File: config.mk
export PLATFORM = sky130hd
export DESIGN_NAME = pcm_block_level_db_meter
export DESIGN_NICKNAME = d
export VERILOG_FILES = /design/src/rtl/pcmdb_pkg.sv /design/src/rtl/pcm_block_level_db_meter.sv /design/src/rtl/pcmdb_level_unit.sv
export SDC_FILE = /design/constraint.sdc
export NUM_CORES = 1
export LEC_CHECK = 0
export BUFFER_PORTS_ARGS = -buffer_cell sky130_fd_sc_hd__buf_2
export CAP_MARGIN = 20
export CORE_ASPECT_RATIO = 0.75
export CORE_MARGIN = 1
export CORE_UTILIZATION = 50
export DETAILED_ROUTE_END_ITERATION = 8
export PLACE_DENSITY = 0.68
export SYNTH_ARGS = -nofsm -noshare
export SYNTH_HDL_FRONTEND = slang
export SYNTH_SLANG_ARGS = --single-unit
File: constraint.sdc
create_clock -name i_clk -period 7.8 [get_ports i_clk]
set_clock_uncertainty 0.1 [all_clocks]
set_input_delay 0.78 -clock i_clk [delete_from_list [all_inputs] [get_ports i_clk]]
set_output_delay 0.78 -clock i_clk [all_outputs]
set_load 0.02 [all_outputs]
File: src/rtl/pcmdb_pkg.sv
// ----------------------------------------------------------------------------
// pcmdb_pkg: shared types and constants of the PCM block level meter
// Beat layouts, sizing of the accumulators and the dB threshold table.
// ----------------------------------------------------------------------------
package pcmdb_pkg;

    localparam int MAX_SAMPLES = 4096;
    localparam int CNT_W       = $clog2(MAX_SAMPLES + 1);
    // |sample| <= 2^15, so the sum stays below 2^(15 + CNT_W)
    localparam int SUM_W       = 15 + CNT_W;
    localparam int MEAN_W      = 16;
    localparam int STEP_W      = $clog2(SUM_W);
    localparam int UNIT_W      = ((CNT_W + 1 > MEAN_W) ? CNT_W + 1 : MEAN_W) + 1;

    localparam int TABLE_LEN   = 90;
    localparam int IDX_W       = $clog2(TABLE_LEN + 1);
    localparam int EDGE_W      = 15;

    localparam logic signed [7:0] LEVEL_FLOOR   = -8'sd96;
    localparam logic signed [7:0] LOUD_DB_RESET = -8'sd40;

    // Entry i is the smallest mean whose level is above i-96 dB
    localparam logic [EDGE_W-1:0] LEVEL_EDGE [TABLE_LEN] = '{
        15'd2,     15'd2,     15'd2,     15'd2,     15'd2,
        15'd2,     15'd3,     15'd3,     15'd3,     15'd3,
        15'd4,     15'd4,     15'd5,     15'd5,     15'd6,
        15'd6,     15'd7,     15'd8,     15'd9,     15'd10,
        15'd11,    15'd12,    15'd14,    15'd15,    15'd17,
        15'd19,    15'd21,    15'd24,    15'd27,    15'd30,
        15'd33,    15'd37,    15'd42,    15'd47,    15'd53,
        15'd59,    15'd66,    15'd74,    15'd83,    15'd93,
        15'd104,   15'd117,   15'd131,   15'd147,   15'd165,
        15'd185,   15'd208,   15'd233,   15'd261,   15'd293,
        15'd329,   15'd369,   15'd414,   15'd464,   15'd521,
        15'd585,   15'd656,   15'd736,   15'd826,   15'd926,
        15'd1039,  15'd1166,  15'd1308,  15'd1468,  15'd1647,
        15'd1848,  15'd2073,  15'd2326,  15'd2609,  15'd2928,
        15'd3285,  15'd3686,  15'd4135,  15'd4640,  15'd5206,
        15'd5841,  15'd6554,  15'd7354,  15'd8251,  15'd9258,
        15'd10387, 15'd11654, 15'd13076, 15'd14672, 15'd16462,
        15'd18471, 15'd20724, 15'd23253, 15'd26090, 15'd29274
    };

    typedef struct packed {
        logic signed [15:0] sample;
        logic               last;
    } t_in_beat;

    typedef struct packed {
        logic signed [7:0] level_db;
        logic              loud;
        logic              overflow;
    } t_out_beat;

    typedef enum logic [1:0] {
        S_IDLE,
        S_DIV,
        S_SEARCH,
        S_DONE
    } t_lvl_state;

    typedef struct packed {
        logic              busy;
        logic              done;
        logic signed [7:0] level_db;
    } t_lvl_stat;

    function automatic logic [EDGE_W-1:0] edge_of(input logic [IDX_W-1:0] idx);
        logic [EDGE_W-1:0] val;
        val = '1;
        if (idx < IDX_W'(TABLE_LEN)) begin
            val = LEVEL_EDGE[idx];
        end
        return val;
    endfunction

endpackage

File: src/rtl/pcm_block_level_db_meter.sv
// ----------------------------------------------------------------------------
// pcm_block_level_db_meter: mean absolute level of a PCM block in whole dB
// A sample that is not last is summed when taken, up to MAX_SAMPLES per block.
// A last sample stalls the input while the level unit divides the sum by
// the count, searches the threshold table and waits for the hand-off.
// The result beat appears in the output register right after that.
// Reset (synchronous, active low) clears the accumulators and the output
// valid, and loads the loud threshold with -40 dB.
// ----------------------------------------------------------------------------
module pcm_block_level_db_meter import pcmdb_pkg::*; (
    input  logic        i_clk,
    input  logic        i_rst_n,
    input  logic        i_in_valid,
    input  t_in_beat    i_in_data,
    output logic        o_in_stall,
    output logic        o_out_valid,
    output t_out_beat   o_out_data,
    input  logic        i_out_stall,
    input  logic        i_cfg_we,
    input  logic [7:0]  i_cfg_data
);

    logic [SUM_W-1:0]  r_sum, n_sum;
    logic [CNT_W-1:0]  r_cnt, n_cnt;
    logic              r_ovf, n_ovf;
    logic              r_blk_ovf;
    logic signed [7:0] r_loud_db;
    logic              r_out_valid, n_out_valid;
    t_out_beat         r_out_data;

    t_lvl_stat         stat;
    logic              in_acc;
    logic              start;
    logic              room;
    logic [15:0]       mag;
    logic [SUM_W-1:0]  sum_add;
    logic [CNT_W-1:0]  cnt_add;
    logic              ovf_add;
    logic              load;

    assign o_in_stall = stat.busy;
    assign in_acc     = i_in_valid && !o_in_stall;
    assign start      = in_acc && i_in_data.last;

    assign mag     = i_in_data.sample[15] ? 16'(-i_in_data.sample) : i_in_data.sample;
    assign room    = r_cnt < CNT_W'(MAX_SAMPLES);
    assign sum_add = room ? r_sum + SUM_W'(mag) : r_sum;
    assign cnt_add = room ? r_cnt + 1'b1 : r_cnt;
    assign ovf_add = r_ovf || !room;

    // clear the accumulators when the last sample of a block is taken
    always_comb begin
        n_sum = r_sum;
        n_cnt = r_cnt;
        n_ovf = r_ovf;
        if (in_acc) begin
            n_sum = start ? '0   : sum_add;
            n_cnt = start ? '0   : cnt_add;
            n_ovf = start ? 1'b0 : ovf_add;
        end
    end

    pcmdb_level_unit u_level (
        .i_clk   (i_clk),
        .i_rst_n (i_rst_n),
        .i_start (start),
        .i_sum   (sum_add),
        .i_count (cnt_add),
        .i_ack   (load),
        .o_stat  (stat)
    );

    // take the result only when the output register is free this cycle
    assign load = stat.done && (!r_out_valid || !i_out_stall);

    always_comb begin
        n_out_valid = r_out_valid;
        if (load) begin
            n_out_valid = 1'b1;
        end else if (r_out_valid && !i_out_stall) begin
            n_out_valid = 1'b0;
        end
    end

    always_ff @(posedge i_clk) begin
        if (!i_rst_n) begin
            r_sum       <= '0;
            r_cnt       <= '0;
            r_ovf       <= 1'b0;
            r_loud_db   <= LOUD_DB_RESET;
            r_out_valid <= 1'b0;
        end else begin
            r_sum       <= n_sum;
            r_cnt       <= n_cnt;
            r_ovf       <= n_ovf;
            r_out_valid <= n_out_valid;
            if (i_cfg_we) begin
                r_loud_db <= i_cfg_data;
            end
        end
    end

    always_ff @(posedge i_clk) begin
        if (start) begin
            r_blk_ovf <= ovf_add;
        end
        if (load) begin
            r_out_data.level_db <= stat.level_db;
            r_out_data.loud     <= stat.level_db > r_loud_db;
            r_out_data.overflow <= r_blk_ovf;
        end
    end

    assign o_out_valid = r_out_valid;
    assign o_out_data  = r_out_data;

endmodule

File: src/rtl/pcmdb_level_unit.sv
// ----------------------------------------------------------------------------
// pcmdb_level_unit: mean and dB level of one finished block
// Restoring divide, one quotient bit a cycle, then a binary search of the
// threshold table; both run on one shared subtract/compare unit.
// ----------------------------------------------------------------------------
module pcmdb_level_unit import pcmdb_pkg::*; (
    input  logic             i_clk,
    input  logic             i_rst_n,
    input  logic             i_start,
    input  logic [SUM_W-1:0] i_sum,
    input  logic [CNT_W-1:0] i_count,
    input  logic             i_ack,
    output t_lvl_stat        o_stat
);

    t_lvl_state r_state, n_state;

    logic [SUM_W-1:0]  r_quo, n_quo;
    logic [CNT_W-1:0]  r_rem, n_rem;
    logic [CNT_W-1:0]  r_div, n_div;
    logic [STEP_W-1:0] r_step, n_step;
    logic [IDX_W-1:0]  r_lo, n_lo;
    logic [IDX_W-1:0]  r_hi, n_hi;

    logic              sel_div;
    logic [CNT_W:0]    rem_sh;
    logic [IDX_W:0]    mid_sum;
    logic [IDX_W-1:0]  mid;
    logic [UNIT_W-1:0] op_a, op_b, diff;
    logic              ge;

    assign rem_sh  = {r_rem, r_quo[SUM_W-1]};
    assign mid_sum = {1'b0, r_lo} + {1'b0, r_hi};
    assign mid     = mid_sum[IDX_W:1];

    // shared unit: divide step or table compare
    always_comb begin
        if (sel_div) begin
            op_a = UNIT_W'(rem_sh);
            op_b = UNIT_W'(r_div);
        end else begin
            op_a = UNIT_W'(r_quo[MEAN_W-1:0]);
            op_b = UNIT_W'(edge_of(mid));
        end
        diff = op_a - op_b;
        ge   = ~diff[UNIT_W-1];
    end

    // next state
    always_comb begin
        n_state = r_state;
        case (r_state)
            S_IDLE: begin
                if (i_start) n_state = S_DIV;
            end
            S_DIV: begin
                if (r_step == STEP_W'(SUM_W - 1)) n_state = S_SEARCH;
            end
            S_SEARCH: begin
                if (r_lo == r_hi) n_state = S_DONE;
            end
            S_DONE: begin
                if (i_ack) n_state = S_IDLE;
            end
            default: n_state = S_IDLE;
        endcase
    end

    // outputs
    always_comb begin
        sel_div         = 1'b0;
        o_stat.busy     = 1'b1;
        o_stat.done     = 1'b0;
        o_stat.level_db = LEVEL_FLOOR + 8'({1'b0, r_lo});
        case (r_state)
            S_IDLE:   o_stat.busy = 1'b0;
            S_DIV:    sel_div     = 1'b1;
            S_SEARCH: sel_div     = 1'b0;
            S_DONE:   o_stat.done = 1'b1;
            default:  o_stat.busy = 1'b0;
        endcase
    end

    // datapath
    always_comb begin
        n_quo  = r_quo;
        n_rem  = r_rem;
        n_div  = r_div;
        n_step = r_step;
        n_lo   = r_lo;
        n_hi   = r_hi;
        case (r_state)
            S_IDLE: begin
                n_quo  = i_sum;
                n_rem  = '0;
                n_div  = i_count;
                n_step = '0;
                n_lo   = '0;
                n_hi   = IDX_W'(TABLE_LEN);
            end
            S_DIV: begin
                n_quo  = {r_quo[SUM_W-2:0], ge};
                n_rem  = ge ? diff[CNT_W-1:0] : rem_sh[CNT_W-1:0];
                n_step = r_step + 1'b1;
            end
            S_SEARCH: begin
                // narrow to the first entry above the mean
                if (r_lo != r_hi) begin
                    if (ge) n_lo = mid + 1'b1;
                    else    n_hi = mid;
                end
            end
            S_DONE: begin
                n_quo = r_quo;
            end
            default: begin
                n_quo = r_quo;
            end
        endcase
    end

    always_ff @(posedge i_clk) begin
        if (!i_rst_n) begin
            r_state <= S_IDLE;
        end else begin
            r_state <= n_state;
        end
    end

    always_ff @(posedge i_clk) begin
        r_quo  <= n_quo;
        r_rem  <= n_rem;
        r_div  <= n_div;
        r_step <= n_step;
        r_lo   <= n_lo;
        r_hi   <= n_hi;
    end

endmodule

==> flow_summary.html <==
<table>
<tr><th>Metric</th><th>Value</th></tr>
<tr><th colspan="2">Drt</th></tr>
<tr><td>Detailed route wirelength on metal3</td><td>~2100 um</td></tr>
<tr><td>Top sig layer</td><td>met4</td></tr>
<tr><td>Met2 routed wirelength</td><td>roughly 10000 um</td></tr>
<tr><td>Via count</td><td>8309</td></tr>
<tr><td>Vias/cell</td><td>6.09</td></tr>
<tr><td>Number of design rule violations left after detail routing</td><td>0</td></tr>
<tr><td>Number of iterations in the first detailed-routing pass</td><td>6</td></tr>
<tr><td>Antenna Nets Post-Route</td><td>0</td></tr>
<tr><td>Iter 0 DRT Violations</td><td>887</td></tr>
<tr><td>WL/cell</td><td>18.2 um</td></tr>
<tr><td>Total routed wire length on the met1 layer</td><td>about 12000 um</td></tr>
<tr><td>Wirelength, routed</td><td>24900 um</td></tr>
<tr><th colspan="2">GRT</th></tr>
<tr><td>Wire length of the first global-routing pass</td><td>39600 um</td></tr>
<tr><td>Overall overflow remaining after global route</td><td>0</td></tr>
<tr><td>Number of global-route vias before repair</td><td>7510</td></tr>
<tr><td>Total global-route track usage</td><td>0.256</td></tr>
<tr><td>Largest net degree at the start of global routing</td><td>75</td></tr>
<tr><td>Antenna violations before repair</td><td>0</td></tr>
<tr><th colspan="2">Clock tree</th></tr>
<tr><td>Setup bufs post-CTS</td><td>0</td></tr>
<tr><td>Clock buffer count from CTS</td><td>17</td></tr>
<tr><td>Root Buffer</td><td>clkbuf_16</td></tr>
<tr><td>Clock sinks</td><td>137</td></tr>
<tr><td>Later-pin clock latency in the skew report</td><td>between 0.4 and 0.5 ns</td></tr>
<tr><td>Count of instances resized after the clock tree is built</td><td>0</td></tr>
<tr><td>Clock transition at the registers of the reported paths</td><td>0.06 ns</td></tr>
<tr><td>Count of hold buffers inserted by post-cts repair</td><td>0</td></tr>
<tr><td>H-tree Lvls</td><td>4</td></tr>
<tr><td>Maximum count of clock buffers along a single path</td><td>2</td></tr>
<tr><td>Clock tree from TritonCTS</td><td>done</td></tr>
<tr><th colspan="2">Critical path</th></tr>
<tr><td>Classification of the worst setup path</td><td>reg -&gt; reg</td></tr>
<tr><td>R2R Setup Slk</td><td>1.43 ns</td></tr>
<tr><td>Worst Path Required</td><td>7.83 ns</td></tr>
<tr><td>R2R Path End</td><td>u_level.r_hi[6]$_SDFFCE_PN1P_</td></tr>
<tr><td>Worst flop-to-flop path startpoint</td><td>u_level.r_lo[1]$_SDFFCE_PN0P_</td></tr>
<tr><td>Maximum fanout along the worst path</td><td>30</td></tr>
<tr><td>Length in cells of the worst reg-to-reg path</td><td>21</td></tr>
<tr><td>Critical path capture point type</td><td>register</td></tr>
<tr><td>Data arrival at the endpoint of the critical path</td><td>6.40 ns</td></tr>
<tr><td>Launching element type of the critical path</td><td>register</td></tr>
<tr><th colspan="2">Final layout</th></tr>
<tr><td>Number of nets in the final layout</td><td>between 1k and 1.5k</td></tr>
<tr><td>Antenna diode count</td><td>0</td></tr>
<tr><td>Utilization of the core after routing</td><td>0.573</td></tr>
<tr><td>Fraction of final layout cells sized beyond drive strength 1</td><td>0.120</td></tr>
<tr><td>Area growth, synth to finish</td><td>11.1%</td></tr>
<tr><td>Final instance count without filler cells</td><td>approximately 1.4k</td></tr>
<tr><th colspan="2">Synth</th></tr>
<tr><td>Nets in the synthesized netlist</td><td>1183</td></tr>
<tr><td>Count of yosys warnings during synthesis</td><td>0</td></tr>
<tr><td>Distinct cell type count of the synthesized netlist</td><td>75</td></tr>
<tr><td>Share of synthesized flip-flops with an asynchronous set or reset</td><td>0</td></tr>
<tr><td>Syn avg cell area</td><td>8.93 um2</td></tr>
<tr><td>Cells after Synth</td><td>1082</td></tr>
<tr><td>Post-synth top flop</td><td>edfxtp_1</td></tr>
<tr><td>Area of the mapped netlist</td><td>a little under 10000 um2</td></tr>
<tr><td>#FFs+latches synth</td><td>~140</td></tr>
<tr><td>Sequential area share after synthesis</td><td>0.371</td></tr>
<tr><td>Number of enable flip-flop cells after synthesis</td><td>84</td></tr>
<tr><th colspan="2">Timing</th></tr>
<tr><td>Final count of hold timing violations</td><td>0</td></tr>
<tr><td>Max-Slew Margin vs Limit</td><td>0.337</td></tr>
<tr><td>Slew at the pin closest to its max-slew limit</td><td>0.984 ns</td></tr>
<tr><td>Highest attainable clock frequency</td><td>157 MHz</td></tr>
<tr><td>Unrepaired setup endpoints after global routing</td><td>no</td></tr>
<tr><td>Post-layout min period</td><td>6.37 ns</td></tr>
<tr><td>Finish-stage setup viols</td><td>0</td></tr>
<tr><td>Setup TNS after final layout</td><td>0 ns</td></tr>
<tr><td>Final max-slew violation count</td><td>0</td></tr>
<tr><td>Final period utilization</td><td>0.816</td></tr>
<tr><th colspan="2">Placed design</th></tr>
<tr><td>Final RePlAce weighted congestion</td><td>0.993</td></tr>
<tr><td>Buffers on Ports</td><td>just over 40</td></tr>
<tr><td>Total half-perimeter wirelength after legalization and detailed placement</td><td>17500 um</td></tr>
<tr><td>Count of placed standard cells including taps</td><td>1331</td></tr>
<tr><th colspan="2">Die</th></tr>
<tr><td>Top-level port count</td><td>42</td></tr>
<tr><td>Horiz. Die Dim</td><td>162 um</td></tr>
<tr><td>Total core area</td><td>18700 um2</td></tr>
<tr><td>Die outline height</td><td>122 um</td></tr>
<tr><td>Standard-cell rows</td><td>43</td></tr>
<tr><td>Total Die Area</td><td>19900 um2</td></tr>
<tr><td>Initial core utilization</td><td>0.516</td></tr>
<tr><th colspan="2">Min path</th></tr>
<tr><td>Worst hold path class</td><td>reg -&gt; reg</td></tr>
<tr><td>Beginning of the worst hold path</td><td>r_ovf$_SDFFE_PN0P_</td></tr>
<tr><td>Hold-critical path endpoint</td><td>r_ovf$_SDFFE_PN0P_</td></tr>
<tr><td>Hold Path Depth</td><td>2</td></tr>
<tr><th colspan="2">Outcome</th></tr>
<tr><td>Run status</td><td>completed</td></tr>
<tr><th colspan="2">Flow run</th></tr>
<tr><td>MaxCap Viol Count</td><td>0</td></tr>
</table>
==> flip-flops by register name, summed over array words and instances, names as in the netlist <==
name and flops:
u_level.r_step 5, r_sum 28, u_level.r_lo 7, o_out_data 10
r_cnt 13, o_out_valid 1, r_blk_ovf 1, u_level.r_state 2
u_level.r_rem 13, u_level.r_div 13, r_ovf 1, r_loud_db 8
u_level.r_quo 28, u_level.r_hi 7
==> worst max-delay path by stage <==
stage,start,to,slack [ns],cells past startpoint
6_report,u_level.r_lo[1]$_SDFFCE_PN0P_,u_level.r_hi[6]$_SDFFCE_PN1P_,1.43,21
5_1_grt,u_level.r_lo[1]$_SDFFCE_PN0P_,u_level.r_hi[2]$_SDFFCE_PN0P_,0.94,21
4_1_cts,u_level.r_lo[1]$_SDFFCE_PN0P_,u_level.r_hi[3]$_SDFFCE_PN1P_,1.48,21
3_5_place_dp,u_level.r_lo[1]$_SDFFCE_PN0P_,u_level.r_hi[0]$_SDFFCE_PN0P_,1.56,21
3_3_place_gp,u_level.r_lo[1]$_SDFFCE_PN0P_,u_level.r_hi[2]$_SDFFCE_PN0P_,1.73,21
2_1_floorplan,u_level.r_lo[0]$_SDFFCE_PN0P_,u_level.r_hi[0]$_SDFFCE_PN0P_,1.30,21
==> routing by layer <==
layer  track usage  vias up
met4        0.0495        0
met5             0        -
met3        0.0595       21
met2         0.368      299
met1         0.388     3914
li1              -     4075
==> synthesized netlist by cell type (5+ instances only) <==
library cell	instances	share of area
o41ai_1	5	0.0045
a21oi_1	57	0.030
ha_1	68	0.088
dfxtp_1	53	0.11
a311oi_1	6	0.0054
nor2b_1	14	0.0091
a31oi_1	14	0.0091
nand3_1	27	0.014
a22oi_1	24	0.019
inv_1	32	0.012
and3_1	13	0.0084
a211oi_1	21	0.016
o21a_1	11	0.0086
clkbuf_1	39	0.015
nor3_1	24	0.012
and2_1	14	0.0091
mux2_2	16	0.019
o21ai_0	86	0.045
nand4_1	8	0.0052
mux2i_1	30	0.031
xor2_1	19	0.017
buf_2	9	0.0047
o31ai_1	9	0.0070
nand2b_1	7	0.0045
xnor2_1	44	0.040
edfxtp_1	84	0.26
nand2_1	108	0.042
a21o_1	12	0.0093
or3_1	10	0.0065
nor2_1	107	0.042
buf_1	6	0.0023
o211ai_1	19	0.015
==> critical path, stage by stage, from the launching register on <==
cell,delay [ns]
edfxtp_1,0.48
ha_1,0.37
a211o_1,0.33
a2111oi_0,0.64
or3_1,0.21
buf_4,0.30
a21oi_1,0.13
o21ai_2,0.33
a311oi_1,0.09
a2111oi_1,0.38
ha_1,0.21
inv_1,0.06
fa_1,0.42
a211oi_1,0.29
o211ai_1,0.18
a311oi_1,0.34
o21bai_1,0.13
a21oi_1,0.30
o21ai_2,0.12
buf_4,0.24
o21ai_0,0.20
buf_4,0.20
==> final cells by class <==
type	instances	area, um2
Timing Repair Buffer	59	360
Fill cell	1693	8000
Sequential cell	137	3580
Tap cell	247	309
Inverter	35	131
Clock inverter	14	160
Clock buffer	18	439
Multi-Input combinational cell	855	5740
==> placed cells by master, fill, tap and decap left out, drive strengths merged, types with 5 or more instances in the layout <==
cell type,count
clkbuf,18
edfxtp,84
a22oi,24
a211oi,21
nand3b,5
nand2,108
dfxtp,53
a21o,12
nor2b,14
o21a,11
nand3,27
o211ai,19
nand2b,7
xor2,19
a21oi,58
buf,59
a31oi,14
mux2,16
mux2i,30
o21ai,88
o31ai,10
inv,41
nand4,8
or3,10
ha,68
clkinv,5
a311oi,6
and3,13
nor3,24
or3b,5
nor2,107
xnor2,44
o41ai,5
and2,15
==> cells by family (layout without fill, tap and decap cells) <==
logic type	Yosys count	in the layout	share of synthesized area
flip-flops	137	137	0.371
adder cells (fa/ha/maj)	71	71	0.0943
AO/OA/AOI/OAI	312	312	0.212
XOR/XNOR	63	63	0.0571
AND/OR/NAND/NOR	363	363	0.179
multiplexers	46	46	0.0497
buffers and inverters	90	126	0.0363
==> through the flow <==
stage / instance area, um2 / worst slack (ns) / hold slack (ns)
after floorplan: 9660 / 1.30 / 0.300
after global placement: 10100 / 1.73 / 0.347
after detailed placement: 10100 / 1.56 / 0.355
after CTS: 10700 / 1.48 / 0.370
after global routing: 10700 / 0.937 / 0.379
final: 10700 / 1.43 / 0.365
Power is not shown: default switching activity piles up to over one toggle a cycle in this logic, so the estimate is an artifact.
